[config.mk]
export PLATFORM = sky130hd
export DESIGN_NAME = serial_line_checksum_receiver
export DESIGN_NICKNAME = d
export VERILOG_FILES = /design/src/hdl/slc_pkg.sv /design/src/hdl/serial_line_checksum_receiver.sv /design/src/hdl/slc_line.sv /design/src/hdl/slc_out_reg.sv
export SDC_FILE = /design/constraint.sdc
export NUM_CORES = 1
export LEC_CHECK = 0
export ABC_CLOCK_PERIOD_IN_PS = 2700
export CORE_ASPECT_RATIO = 2
export CORE_MARGIN = 2
export CORE_UTILIZATION = 34
export DETAILED_ROUTE_END_ITERATION = 6
export DONT_BUFFER_PORTS = 1
export SLEW_MARGIN = 5
export SYNTH_ARGS = -nofsm -noshare
export SYNTH_HDL_FRONTEND = slang
export SYNTH_SLANG_ARGS = --single-unit
[constraint.sdc]
create_clock -name clk -period 2.7 [get_ports clk]
set_clock_uncertainty 0.05 [all_clocks]
set_input_delay 0.405 -clock clk [delete_from_list [all_inputs] [get_ports clk]]
set_output_delay 0.405 -clock clk [all_outputs]
set_load 0.03 [all_outputs]
[src/hdl/slc_pkg.sv]
// Shared types and constants for the serial line checksum receiver.
// No dependencies; used by every module of the block.
`default_nettype none

package slc_pkg;

  localparam int unsigned ByteW  = 8;
  localparam int unsigned CountW = 7;
  localparam int unsigned SumW   = 14;

  localparam logic [ByteW-1:0] CH_NEWLINE = 8'd10;
  localparam logic [ByteW-1:0] CH_SPACE   = 8'd32;
  localparam logic [ByteW-1:0] CH_STAR    = 8'd42;
  localparam logic [ByteW-1:0] CH_CARET   = 8'd94;
  localparam logic [ByteW-1:0] CH_QUERY   = 8'd63;

  localparam logic [SumW-1:0] SUM_WRAP    = 14'd128;
  localparam logic [SumW-1:0] CHK_OFFSET  = 14'd128;

  localparam logic [2:0] V_EXEC     = 3'd0;
  localparam logic [2:0] V_QUERY    = 3'd1;
  localparam logic [2:0] V_SKIP     = 3'd2;
  localparam logic [2:0] V_TXERR    = 3'd3;
  localparam logic [2:0] V_OVERFLOW = 3'd4;
  localparam logic [2:0] V_STOPPED  = 3'd5;

  localparam logic [1:0] START_PLAIN  = 2'd0;
  localparam logic [1:0] START_MARKED = 2'd2;

  typedef struct packed {
    logic [2:0]        verdict;
    logic [1:0]        payload_start;
    logic [CountW-1:0] line_length;
  } slc_res_t;

endpackage

`default_nettype wire

[src/hdl/serial_line_checksum_receiver.sv]
// Serial line checksum receiver: takes one received byte per word, one word
// per cycle when the result side keeps up. Each byte is registered on entry in
// the input register; combinational logic then updates the line state and, at
// line end or overflow, loads the verdict into the output register, from which
// it appears on the output. A held result only stalls input once the input
// register is full too.
// Depends on slc_pkg, slc_line and slc_out_reg.
`default_nettype none

module serial_line_checksum_receiver #(
  parameter int unsigned LINE_CAPACITY = 80
) (
  input  wire logic       clk,
  input  wire logic       rst_n,
  input  wire logic       in_valid,
  output logic            in_ready,
  input  wire logic [7:0] in_rx_byte,
  input  wire logic       in_machine_stopped,
  output logic            out_valid,
  input  wire logic       out_ready,
  output logic [2:0]      out_verdict,
  output logic [1:0]      out_payload_start,
  output logic [6:0]      out_line_length
);

  logic                      in_valid_r;
  logic [slc_pkg::ByteW-1:0] rx_r;
  logic                      stop_r;
  logic                      step;
  logic                      can_take;
  logic                      res_valid;
  slc_pkg::slc_res_t         res;
  slc_pkg::slc_res_t         res_out;

  assign step     = in_valid_r && can_take;
  assign in_ready = !in_valid_r || step;

  always_ff @(posedge clk) begin
    if (!rst_n) begin
      in_valid_r <= 1'b0;
    end else if (in_valid && in_ready) begin
      in_valid_r <= 1'b1;
    end else if (step) begin
      in_valid_r <= 1'b0;
    end
  end

  always_ff @(posedge clk) begin
    if (in_valid && in_ready) begin
      rx_r   <= in_rx_byte;
      stop_r <= in_machine_stopped;
    end
  end

  slc_line #(
    .LINE_CAPACITY(LINE_CAPACITY)
  ) u_line (
    .clk            (clk),
    .rst_n          (rst_n),
    .step           (step),
    .rx_byte        (rx_r),
    .machine_stopped(stop_r),
    .res_valid      (res_valid),
    .res            (res)
  );

  slc_out_reg u_out (
    .clk      (clk),
    .rst_n    (rst_n),
    .load     (step && res_valid),
    .res_in   (res),
    .out_ready(out_ready),
    .out_valid(out_valid),
    .res_out  (res_out),
    .can_take (can_take)
  );

  assign out_verdict       = res_out.verdict;
  assign out_payload_start = res_out.payload_start;
  assign out_line_length   = res_out.line_length;

  // a line never holds more than capacity-1 kept characters
  a_len_bound: assert property (@(posedge clk) disable iff (!rst_n)
    out_valid |-> ({1'b0, out_line_length} <= 8'(LINE_CAPACITY - 1)))
    else $error("line length beyond capacity");

  a_ovf_len: assert property (@(posedge clk) disable iff (!rst_n)
    (out_valid && (out_verdict == slc_pkg::V_OVERFLOW))
      |-> ({1'b0, out_line_length} == 8'(LINE_CAPACITY - 1)))
    else $error("overflow verdict with short line");

  // checksum verdicts only come from marked lines
  a_marked: assert property (@(posedge clk) disable iff (!rst_n)
    (out_valid && ((out_verdict == slc_pkg::V_SKIP) || (out_verdict == slc_pkg::V_TXERR)))
      |-> (out_payload_start == slc_pkg::START_MARKED))
    else $error("skip or error verdict on plain line");

  a_stall: assert property (@(posedge clk) disable iff (!rst_n)
    !in_ready |-> (in_valid_r && out_valid && !out_ready))
    else $error("input stalled without a held result");

endmodule

`default_nettype wire

[src/hdl/slc_line.sv]
// Line assembly state, running checksum and per-line verdict logic.
// Depends on slc_pkg.
`default_nettype none

module slc_line #(
  parameter int unsigned LINE_CAPACITY = 80
) (
  input  wire logic                      clk,
  input  wire logic                      rst_n,
  input  wire logic                      step,
  input  wire logic [slc_pkg::ByteW-1:0] rx_byte,
  input  wire logic                      machine_stopped,
  output logic                           res_valid,
  output slc_pkg::slc_res_t              res
);

  localparam logic [7:0] CAP = 8'(LINE_CAPACITY);

  logic [slc_pkg::CountW-1:0] cnt_r, cnt_nxt;
  logic [slc_pkg::ByteW-1:0]  marker_r, marker_nxt;
  logic [slc_pkg::ByteW-1:0]  chk_r, chk_nxt;
  logic [slc_pkg::ByteW-1:0]  first_r, first_nxt;
  logic [slc_pkg::SumW-1:0]   sum_r, sum_nxt;
  logic                       dup_r, dup_nxt;

  logic                       marked;
  logic                       byte_marked;
  logic                       ovf;
  logic [slc_pkg::SumW-1:0]   expect_sum;
  logic [slc_pkg::SumW-1:0]   sum_add;
  logic                       chk_match;
  logic [2:0]                 plain_v;
  logic [2:0]                 verdict;

  assign marked      = (marker_r == slc_pkg::CH_STAR) || (marker_r == slc_pkg::CH_CARET);
  assign byte_marked = (rx_byte == slc_pkg::CH_STAR) || (rx_byte == slc_pkg::CH_CARET);
  assign ovf         = ({1'b0, cnt_r} + 8'd1) >= CAP;
  assign expect_sum  = {1'b0, sum_r[slc_pkg::SumW-1:1]} + slc_pkg::CHK_OFFSET;
  assign chk_match   = expect_sum == {{(slc_pkg::SumW-slc_pkg::ByteW){1'b0}}, chk_r};
  assign plain_v     = (first_r == slc_pkg::CH_QUERY) ? slc_pkg::V_QUERY : slc_pkg::V_EXEC;
  assign sum_add     = sum_r + {{(slc_pkg::SumW-slc_pkg::ByteW){1'b0}}, rx_byte};

  always_comb begin
    cnt_nxt    = cnt_r;
    marker_nxt = marker_r;
    chk_nxt    = chk_r;
    first_nxt  = first_r;
    sum_nxt    = sum_r;
    dup_nxt    = dup_r;
    res_valid  = 1'b0;
    verdict    = slc_pkg::V_EXEC;

    if (ovf || (rx_byte == slc_pkg::CH_NEWLINE)) begin
      if (ovf) begin
        res_valid = 1'b1;
        verdict   = slc_pkg::V_OVERFLOW;
      end else if (cnt_r != '0) begin
        res_valid = 1'b1;
        if (machine_stopped) begin
          verdict = slc_pkg::V_STOPPED;
        end else if (!marked) begin
          verdict = plain_v;
        end else if (dup_r) begin
          verdict = slc_pkg::V_SKIP;
          if (marker_r == slc_pkg::CH_STAR) begin
            dup_nxt = 1'b0;
          end
        end else if (!chk_r[7]) begin
          verdict = slc_pkg::V_TXERR;
        end else if (!chk_match) begin
          verdict = (marker_r == slc_pkg::CH_CARET) ? slc_pkg::V_SKIP : slc_pkg::V_TXERR;
        end else begin
          verdict = plain_v;
          if (marker_r == slc_pkg::CH_CARET) begin
            dup_nxt = 1'b1;
          end
        end
      end
      // any verdict ends the line
      if (res_valid) begin
        cnt_nxt    = '0;
        marker_nxt = '0;
        chk_nxt    = '0;
        first_nxt  = '0;
        sum_nxt    = '0;
      end
    end else if (rx_byte > slc_pkg::CH_SPACE) begin
      if (cnt_r == 7'd0) begin
        marker_nxt = rx_byte;
        if (!byte_marked) begin
          first_nxt = rx_byte;
        end
      end else if (cnt_r == 7'd1) begin
        if (marked) begin
          chk_nxt = rx_byte;
        end
      end else begin
        if ((cnt_r == 7'd2) && marked) begin
          first_nxt = rx_byte;
        end
        sum_nxt = (sum_add >= slc_pkg::SUM_WRAP) ? (sum_add - slc_pkg::SUM_WRAP) : sum_add;
      end
      cnt_nxt = cnt_r + 7'd1;
    end
  end

  assign res.verdict       = verdict;
  assign res.payload_start = marked ? slc_pkg::START_MARKED : slc_pkg::START_PLAIN;
  assign res.line_length   = cnt_r;

  always_ff @(posedge clk) begin
    if (!rst_n) begin
      cnt_r    <= '0;
      marker_r <= '0;
      chk_r    <= '0;
      first_r  <= '0;
      sum_r    <= '0;
      dup_r    <= 1'b0;
    end else if (step) begin
      cnt_r    <= cnt_nxt;
      marker_r <= marker_nxt;
      chk_r    <= chk_nxt;
      first_r  <= first_nxt;
      sum_r    <= sum_nxt;
      dup_r    <= dup_nxt;
    end
  end

endmodule

`default_nettype wire

[src/hdl/slc_out_reg.sv]
// Result register for the verdict channel.
// Depends on slc_pkg.
`default_nettype none

module slc_out_reg (
  input  wire logic              clk,
  input  wire logic              rst_n,
  input  wire logic              load,
  input  wire slc_pkg::slc_res_t res_in,
  input  wire logic              out_ready,
  output logic                   out_valid,
  output slc_pkg::slc_res_t      res_out,
  output logic                   can_take
);

  logic              valid_r;
  slc_pkg::slc_res_t res_r;

  assign can_take  = !valid_r || out_ready;
  assign out_valid = valid_r;
  assign res_out   = res_r;

  always_ff @(posedge clk) begin
    if (!rst_n) begin
      valid_r <= 1'b0;
    end else if (load) begin
      valid_r <= 1'b1;
    end else if (out_ready) begin
      valid_r <= 1'b0;
    end
  end

  always_ff @(posedge clk) begin
    if (load) begin
      res_r <= res_in;
    end
  end

endmodule

`default_nettype wire

### Word-level counts from Yosys, hierarchy flattened

Index checks and enable logic that the tools add are counted.

| operators by class | value |
|---|---|
| bitwise logic cells | 4 |
| magnitude comparators | 3 |
| reductions and logical operators | 28 |
| equality and inequality tests | 14 |
| mux-type cells | 47 |
| add/sub/neg operators | 5 |

Operator list:

| cell | count |
|---|---|
| 2-to-1 mux 8 bit | 15 |
| 2-to-1 mux 14 bit | 6 |
| equality test 8 x 6 -> 1 bit, second input constant | 3 |
| 2-to-1 mux 3 bit | 7 |
| 2-to-1 mux 7 bit | 3 |
| AND reduction 6 bit | 3 |
| equality test 8 x 7 -> 1 bit, second input constant | 2 |
| 2-to-1 mux 1 bit | 15 |
| adder 13 x 8 -> 14 bit, second input constant | 1 |
| adder 14 x 8 -> 14 bit | 1 |
| equality test 14 x 8 -> 1 bit | 1 |
| >= comparator 14 x 8 -> 1 bit, second input constant | 1 |
| subtractor 14 x 8 -> 14 bit, second input constant | 1 |
| nonzero test 2 bit | 6 |
| adder 7 x 1 -> 8 bit, second input constant | 1 |
| equality test 8 x 4 -> 1 bit, second input constant | 1 |
| >= comparator 8 x 7 -> 1 bit, second input constant | 1 |
| greater-than comparator 8 x 6 -> 1 bit, second input constant | 1 |
| adder 7 x 1 -> 7 bit, second input constant | 1 |
| equality test 7 x 1 -> 1 bit, second input constant | 1 |
| equality test 7 x 2 -> 1 bit, second input constant | 1 |
| logical NOT 7 bit | 1 |
| nonzero test 7 bit | 1 |
| logical OR 1 bit | 5 |
| 14 further kinds | 22 |

| word-level totals | value |
|---|---|
| flip-flop bits (word level) | 69 |
| input port bits | 13 |
| word-level logic and storage cells | 116 |
| output and inout port bits | 14 |

### Longest topological paths before layout

Gate-level depths: netlist of run 1.

| logic depth | value |
|---|---|
| word-level depth | 9 |
| gate-level depth with buffers | 12 |
| mapped depth without buffers | 12 |

### Modules after synthesis

Synthesis of run 1 repeated with hierarchy kept, for this count alone.

| unflattened totals | value |
|---|---|
| cell total of the unflattened synthesis | 409 |
| area, all modules | 3935.0 µm² |

Modules (own cells, without submodules):

| module | area each (µm²) | instances | seq. area each (µm²) | cells an instance |
|---|---|---|---|---|
| slc_line | 3183.1 | 1 | 920.9 | 377 |
| slc_out_reg | 409.1 | 1 | 380.4 | 16 |
| serial_line_checksum_receiver | 342.8 | 1 | 290.3 | 16 |

### Least setup slack after synthesis of run 1

No wires, ideal clock.

| timing | value |
|---|---|
| kind | register to register |
| start point | reg rx_r[0] (netlist bit) |
| end point | reg u_line.sum_r[11] (netlist bit) |
| cell stages (with the launch flop) | 13 |
| clock period less this slack | 2855 ps |
| path buffers | 0 |
| setup slack | -155 ps |
| data required time | 2592 ps |
| library setup time | 58 ps |
| arrival | 2747 ps |
| path through | edfxtp_1 > ha_1 > inv_1 > fa_1 > nor2b_1 > o31ai_1 > a22oi_1 > xnor2_1 > ha_1 > nand3_1 > or3_1 > o211ai_2 > o21a_1 |

| between the ends | value |
|---|---|
| longest elaborated chain between the ends | 7 |
| elaborated cells between the ends (all ways) | 16 |
| classes of those cells | 2 x add/sub; 2 x order compare; 4 x eq/ne; 5 x mux; 3 x reduce/logical |

Ends and longest elaborated chain:

| item | RTL line | RTL |
|---|---|---|
| from (decl) | serial_line_checksum_receiver.sv:27 | `logic [slc_pkg::ByteW-1:0] rx_r;` |
| from (signal assigned) | serial_line_checksum_receiver.sv:50 | `rx_r <= in_rx_byte;` |
| adder 14 x 8 -> 14 bit | slc_line.sv:41 | `assign sum_add = sum_r + {{(slc_pkg::SumW-slc_pkg::ByteW){1'b0}}, rx_byte};` |
| subtractor 14 x 8 -> 14 bit or >= comparator 14 x 8 -> 1 bit (tied branches) | slc_line.sv:101 | `sum_nxt = (sum_add >= slc_pkg::SUM_WRAP) ? (sum_add - slc_pkg::SUM_WRAP) : sum_add;` |
| 2-to-1 mux 14 bit | slc_line.sv:101 |  |
| 2-to-1 mux 14 bit | slc_line.sv:93 | `end else if (cnt_r == 7'd1) begin` |
| 2-to-1 mux 14 bit | slc_line.sv:88 | `if (cnt_r == 7'd0) begin` |
| 2-to-1 mux 14 bit | slc_line.sv:87 | `end else if (rx_byte > slc_pkg::CH_SPACE) begin` |
| 2-to-1 mux 14 bit | slc_line.sv:53 | `if (ovf \|\| (rx_byte == slc_pkg::CH_NEWLINE)) begin` |
| to (signal assigned) | slc_line.sv:124 | `sum_r <= sum_nxt;` |
| to (decl) | slc_line.sv:23 | `logic [slc_pkg::SumW-1:0] sum_r, sum_nxt;` |

Parallel ways exist; a longest one is shown, timed or not. The select of a mux whose other input is x is not followed.
A chain may end at the register's enable or synchronous reset.

### Worst setup path in the final report of run 1

| timing | value |
|---|---|
| start point | reg rx_r[1] (netlist bit) |
| end point | reg u_line.sum_r[9] (netlist bit) |

The elaborated chain is that of the path after synthesis.

==> results of run 1 <==
-- how the worst max path moves through the flow --
stage                       start         endpoint  slack [ns]  cells past startpoint
after detailed placement  rx_r[1]  u_line.sum_r[9]       -0.11                      9
after global routing      rx_r[0]  u_line.sum_r[9]       -0.22                     12
after global placement    rx_r[1]  u_line.sum_r[9]       -0.05                      9
after CTS                 rx_r[1]  u_line.sum_r[9]       -0.08                      9
final                     rx_r[1]  u_line.sum_r[9]       -0.14                     11
after floorplan           rx_r[0]  u_line.sum_r[9]        0.04                     11
-- layout make-up --
cell class,instances,area share [%]
clock buffers,10,4.402
clock inverters,6,1.708
inverters,12,0.8660
multi-input cells,317,49.82
flip-flops and latches,68,30.07
well taps,145,3.488
repair buffers,63,9.646
-- repair_timing --
item | CTS | global route
resized for setup | 10 | 23
setup buffers | 6 | 10
setup endpoints to repair | 30 | 30
pin swaps | 13 | 15
-- per-layer routing --
layer	up-vias	global-route usage (%)
met5	-	0
met4	0	15.33
met3	44	3.005
met2	71	34.07
met1	1590	14.18
li1	1633	-
-- sequential cells by signal (all words and copies together) (netlist names), 7 cells and up --
name,count
u_line.chk_r,8
u_line.sum_r,14
u_line.first_r,8
rx_r,8
u_line.cnt_r,7
u_line.marker_r,8
u_out.res_out,11
-- cell families after synthesis --
group | count (synthesis)
adder cells (fa/ha/maj) | 15
flip-flops | 68
multiplexers | 19
AND/OR/NAND/NOR | 158
XOR/XNOR | 20
AO/OA/AOI/OAI | 104
other | 1
buffers and inverters | 29
-- cells in the mapped netlist, types with 6 or more instances --
library cell / instances / share of area (%)
a21boi_0: 9 / 1.7
a21oi_1: 13 / 1.6
a22oi_1: 7 / 1.3
a31oi_1: 6 / 0.92
and2_1: 15 / 2.3
and3_1: 6 / 0.92
buf_4: 6 / 1.1
clkbuf_1: 8 / 0.74
dfxtp_1: 48 / 24
edfxtp_1: 20 / 15
ha_1: 14 / 4.3
inv_1: 12 / 1.1
mux2i_1: 19 / 4.7
nand2_1: 29 / 2.7
nand3_1: 13 / 1.6
nor2_1: 23 / 2.1
nor2b_1: 28 / 4.3
o21ai_0: 23 / 2.8
o31ai_1: 6 / 1.1
xnor2_1: 12 / 2.6
xor2_1: 7 / 1.5
-- through the flow --
step	setup TNS, ns	total power (uW)
4_1_cts	-0.2122	2695
3_3_place_gp	-0.1225	1440
2_1_floorplan	0	1337
6_report	-0.4471	2688
5_1_grt	-1.232	2786
3_5_place_dp	-0.8119	1445
-- power breakdown --
part	switching (uW)	internal (uW)
logic	183	171
registers	23.2	1080
clock network	423	807
total	629	2060
==> summary.txt, run 1 <==
GRT
  – Antenna violations before repair: 0
  – Largest net degree at the start of global routing: 55
  – First-pass GRT wire length: 16750 um
  – Number of global-route vias before repair: 3424
  – Remaining Overflow, GRT: 0
  – GRT Overall Usage: 17.60%

Setup path
  – Slowest CP cell: edfxtp_1
  – Crit Path Max Fanout: 5
  – Crit path max-delay family: compound AO/OA/AOI/OAI gates
  – Crit end category: register
  – CP Buf/Inv Count: 2
  – CP max stage delay: 0.47 ns
  – Reg2Reg Depth: 11
  – CP arrival: 3.00 ns
  – RR Endpoint: u_line.sum_r[9]
  – Critical Path RT: 2.86 ns
  – R2R Path Start: rx_r[1]
  – Crit path top cell by count: buf_4
  – R2R Setup Slk: -0.14 ns
  – CP startpoint kind: register
  – WS Path Type: register to register
  – CP cell instances: ha_4 > a211oi_4 > o31ai_4 > a21o_1 > buf_4 > a21oi_2 > o41ai_4 > buf_4 > nor3_4 > nor4_1 > o311a_1

Synth
  – Mux cell area share after synthesis: 4.675%
  – Post-synth net total: 442
  – Synth async-reset ratio: 0%
  – Distinct cells, synth: 78
  – Post-Synth Adder-Cell Area: 4.799%
  – Ys Warns: 0
  – Post-synthesis compound-gate area fraction: 20.67%
  – Main synth FF type: dfxtp_1
  – FF+latch count, synth: 68
  – Post-Synth Simple-Gate Area: 23.13%
  – Post-Synth XOR/XNOR Area: 4.768%
  – Register area share after synthesis: 38.39%
  – EDFF count, synth: 20
  – Largest family of logic cells by synthesized area: simple AND/OR/NAND/NOR gates
  – Post-Syn Area: 0.004068 mm^2
  – Post-Synthesis Cells: 414
  – Syn_area_per_cell: 9.825 um^2

Floorplan
  – Die Wd: 81.34 um
  – Initial Utilization: 34.76%
  – Die Ht: 158.7 um
  – Die Area: 0.01291 mm^2
  – Top Ports: 27
  – Core footprint: 0.01170 mm^2
  – Num rows: 56

Layout
  – Most common cell after layout, fill and taps aside: buf_4
  – Synth-to-Final Area Change: 27.87%
  – Final std cells w/o fill: 621
  – Most frequent cells in the layout: buf_4 (60), dfxtp_1 (46), nand2_1 (29)
  – Final #Nets: 499
  – Fin area: 0.005201 mm^2
  – Area of the multi-input gates: 0.002591 mm^2
  – # diodes: 0
  – Fill count: 1093
  – Reg area: 0.001564 mm^2
  – Share of cells above drive strength 1: 28.15%
  – Final core area utilization: 44.45%

CTS
  – CTS Hold Bufs: 0
  – Clk sinks: 68
  – H-tree level count: 3
  – Root buf cell: clkbuf_16
  – Clk buf depth: 2
  – Clock buffer count from CTS: 9
  – Clock Latency Late Sink: 0.33 ns
  – CTS tree: built
  – Clock slew at reported path FFs: 0.06 ns

Placed design
  – Dpl hpwl: 8498 um
  – Placed Cells: 589
  – Pre-CTS setup slack: -0.1065 ns
  – I/O Buffers: 0
  – Routability cong.: 0.9350
  – Area after DPL: 0.004593 mm^2

Detailed routing
  – DRT Pass-1 Iters: 4
  – M1 wire length: 3488 um
  – DRC Markers: 0
  – Vias: 3338
  – 1st-iter DRT viols: 117
  – WL met3: 239 um
  – Vias/cell: 5.375
  – Final ANT Viol Nets: 0
  – WL per Instance: 17.35 um
  – Routed WL: 10770 um
  – Met2 wire len: 6258 um
  – Top layer in use: met4

STA
  – RSZ-0062 raised after global routing: yes
  – Worst-margin pin slew: 0.6785 ns
  – Fin. Hold Viols: 0
  – Final period util: 105.0%
  – Setup Viol. Count Final: 6
  – F_max: 352.7 MHz
  – Final WS setup: -0.1351 ns
  – Final Max Tran Viols: 0
  – Slew margin rel.: 54.76%
  – Minimum clock period: 2.835 ns
  – Hold slack: 0.1199 ns

Pwr
  – PD cells: 516.8 mW/mm^2
  – Worst vdd ir: 0.3589 mV
  – Leakage: 0.001949 uW

Run status
  – Failing checks: setup timing
  – Status: complete, but fails checks

Worst hold path
  – Type of the tightest min-delay check: input pin to register
  – Hold Crit Start: in_machine_stopped
  – Hold Path Cell Cnt: 0
  – Hold-critical path endpoint: stop_r

Job
  – Max_cap viols: 0
(Power assumes the default switching activity.)
==> inputs of run 2 (changes only) <==
--- a/config.mk
+++ b/config.mk
@@ -9,8 +9,11 @@
 export CORE_ASPECT_RATIO = 2
 export CORE_MARGIN = 2
 export CORE_UTILIZATION = 34
+export CTS_CLUSTER_DIAMETER = 40
 export DETAILED_ROUTE_END_ITERATION = 6
 export DONT_BUFFER_PORTS = 1
+export RECOVER_POWER = 100
+export REMOVE_ABC_BUFFERS = 1
 export SLEW_MARGIN = 5
 export SYNTH_ARGS = -nofsm -noshare
 export SYNTH_HDL_FRONTEND = slang
==> run 2 against run 1 <==
  * Core utilization rose by 1.5 points
  * Critical endpoint unchanged
  * Sequential power barely moved
  * Setup slack got worse by 0.089 ns
  * Critical path type unchanged
  * Sequential share of layout area fell by 1.0 points
  * The run still ends with setup timing left
  * Combinational power rose by 5.6%
  * Register-to-register slack got worse by 0.09 ns
==> summary.txt, run 2 (synthesis results as in run 1) <==
Layout
  – Final std cells w/o fill: 638 (+2.7%)
  – Most frequent cells in the layout: buf_4 (63), dfxtp_1 (48), nand2_1 (28)
  – Final #Nets: 516 (+3.4%)
  – # diodes: 0 (unchanged)
  – Fin area: 0.005379 mm^2 (+3.4%)
  – Max reg flops: 14 (unchanged)
  – Share of cells above drive strength 1: 31.24% (+3.1 points)
  – Synth-to-Final Area Change: 32.24%
  – Fill count: 1060 (-3.0%)
  – Reg with most FFs: u_line.sum_r
  – Most common cell after layout, fill and taps aside: buf_4
  – Final core area utilization: 45.97% (+1.5 points)

Setup path
  – CP cell instances: ha_2 > inv_2 > fa_2 > nor2b_4 > o31ai_4 > a221oi_4 > buf_6 > xnor2_4 > a31oi_4 > nor3_4 > nor4_2 > o311a_1
  – CP Buf/Inv Count: 2 (unchanged)
  – Crit Path Max Fanout: 4 (-1)
  – RR Endpoint: u_line.sum_r[9]
  – CP max stage delay: 0.43 ns (-0.04 ns)
  – CP arrival: 3.09 ns (+0.09 ns)
  – Crit path to: u_line.sum_r[9]
  – Critical Path RT: 2.87 ns (about the same)
  – R2R Setup Slk: -0.22 ns (-0.09 ns)
  – Cell count along the critical path: 12 (+1)
  – R2R Path Start: rx_r[0]
  – Critical path launch point: rx_r[0]
  – Crit path max-delay family: compound AO/OA/AOI/OAI gates
  – WS Path Type: register to register
  – Reg2Reg Depth: 12 (+1)
  – Crit end category: register
  – CP startpoint kind: register
  – Slowest CP cell: fa_2

Detailed routing
  – DRC Markers: 0 (unchanged)
  – WL per Instance: 18.43 um (+6.2%)
  – 1st-iter DRT viols: 197 (+68%)
  – Final ANT Viol Nets: 0 (unchanged)
  – Routed WL: 11760 um (+9.2%)
  – DRT Pass-1 Iters: 4 (unchanged)
  – Vias/cell: 5.464 (+1.7%)
  – Vias: 3486 (+4.4%)

Run status
  – Failing checks: setup timing
  – Status: complete, but fails checks

Floorplan
  – Top Ports: 27 (unchanged)
  – Die Area: 0.01291 mm^2 (unchanged)
  – Num rows: 56 (unchanged)
  – Die Ht: 158.7 um (unchanged)
  – Initial Utilization: 34.76% (unchanged)
  – Core footprint: 0.01170 mm^2 (unchanged)
  – Die Wd: 81.34 um (unchanged)

CTS
  – Clock buffer count from CTS: 9 (unchanged)
  – CTS Hold Bufs: 0 (unchanged)
  – Clock Latency Late Sink: 0.34 ns (about the same)
  – Clk sinks: 68 (unchanged)
  – CTS tree: built
  – H-tree level count: 3 (unchanged)
  – Clock slew at reported path FFs: 0.06 ns (about the same)
  – Clk buf depth: 2 (unchanged)
  – Root buf cell: clkbuf_16

Placed design
  – Area after DPL: 0.004681 mm^2 (+1.9%)
  – Placed Cells: 609 (+3.4%)
  – Dpl hpwl: 8493 um (about the same)
  – Routability cong.: 0.8829 (-5.6%)
  – I/O Buffers: 0 (unchanged)
  – Pre-CTS setup slack: -0.2185 ns (-0.1120 ns)

GRT
  – Remaining Overflow, GRT: 0 (unchanged)
  – Number of global-route vias before repair: 3541 (+3.4%)
  – Largest net degree at the start of global routing: 55 (unchanged)
  – First-pass GRT wire length: 18390 um (+9.8%)
  – Antenna violations before repair: 0 (unchanged)
  – GRT Overall Usage: 19.02% (+1.4 points)

STA
  – RSZ-0062 raised after global routing: yes
  – Slew margin rel.: 48.42% (-6.3 points)
  – Setup Viol. Count Final: 7 (+1)
  – Post-Route Setup TNS: -0.9733 ns (-0.5262 ns)
  – Fin. Hold Viols: 0 (unchanged)
  – Minimum clock period: 2.924 ns (+0.08903 ns)
  – Final Max Tran Viols: 0 (unchanged)
  – Final period util: 108.3% (+3.3 points)
  – F_max: 342.0 MHz (-3.0%)
  – Final WS setup: -0.2241 ns (-0.08903 ns)
  – Worst-margin pin slew: 0.7732 ns (+0.09471 ns)

Pwr
  – Worst vdd ir: 0.2982 mV (-17%)
  – PD cells: 479.7 mW/mm^2 (-7.2%)
  – Leakage: 0.002033 uW (+4.3%)

Job
  – Max_cap viols: 0 (unchanged)

Worst hold path
  – Type of the tightest min-delay check: input pin to register
==> run 2: per-layer routing <==
layer / wire, um / vias up / global-route usage (%)
li1: - / 1661 / -
met1: 3996 / 1709 / 17.89
met2: 7068 / 90 / 37.35
met3: 312 / 26 / 3.401
met4: 382 / 0 / 9.443
met5: 0 / - / 0
==> run 2: cell type report <==
cell class,instances,area [um^2],area share [%]
Clock inverter,2,10.01,0.1861
Clock buffer,14,264.0,4.908
Tap cell,145,181.4,3.373
Timing Repair Buffer,80,630.6,11.72
Inverter,12,45.04,0.8374
Sequential cell,68,1562,29.03
Multi-Input combinational cell,317,2686,49.94
==> run 2: what timing repair did <==
action,CTS,global route
resized for setup,41,22
setup buffers,8,9
endpoints found under the setup margin,7,34
pin swaps,17,17
==> run 2: worst register-to-register path: cells and delay by family, from the launching register on <==
kind / cells / cell delay (ns)
AO/OA/AOI/OAI: 4 / 0.90
adder cells (fa/ha/maj): 2 / 0.62
AND/OR/NAND/NOR: 3 / 0.55
flip-flops: 1 / 0.35
buffers and inverters: 2 / 0.22
XOR/XNOR: 1 / 0.12
==> run 2: worst min path at each step <==
stage	from	cells after the start	endpoint	slack (ns)
2_1_floorplan	u_line.chk_r[2]	2	u_line.chk_r[2]	0.41
3_3_place_gp	u_line.chk_r[2]	2	u_line.chk_r[2]	0.43
3_5_place_dp	u_line.chk_r[3]	2	u_line.chk_r[3]	0.44
4_1_cts	in_rx_byte[2]	0	rx_r[2]	0.11
5_1_grt	in_machine_stopped	0	stop_r	0.10
6_report	in_rx_byte[2]	0	rx_r[2]	0.11
==> run 2: stage by stage <==
step,hold slack (ns),total power (uW)
6_report,0.1103,2580
2_1_floorplan,0.4138,1315
4_1_cts,0.1067,2576
3_5_place_dp,0.4421,1446
3_3_place_gp,0.4308,1436
5_1_grt,0.1031,2663
==> run 2: where the power goes <==
part	internal, uW	total, uW	switching (uW)
Sequential	1080	1110	26.8
Combinational	186	374	188
Clock	669	1100	429
Total	1940	2580	644
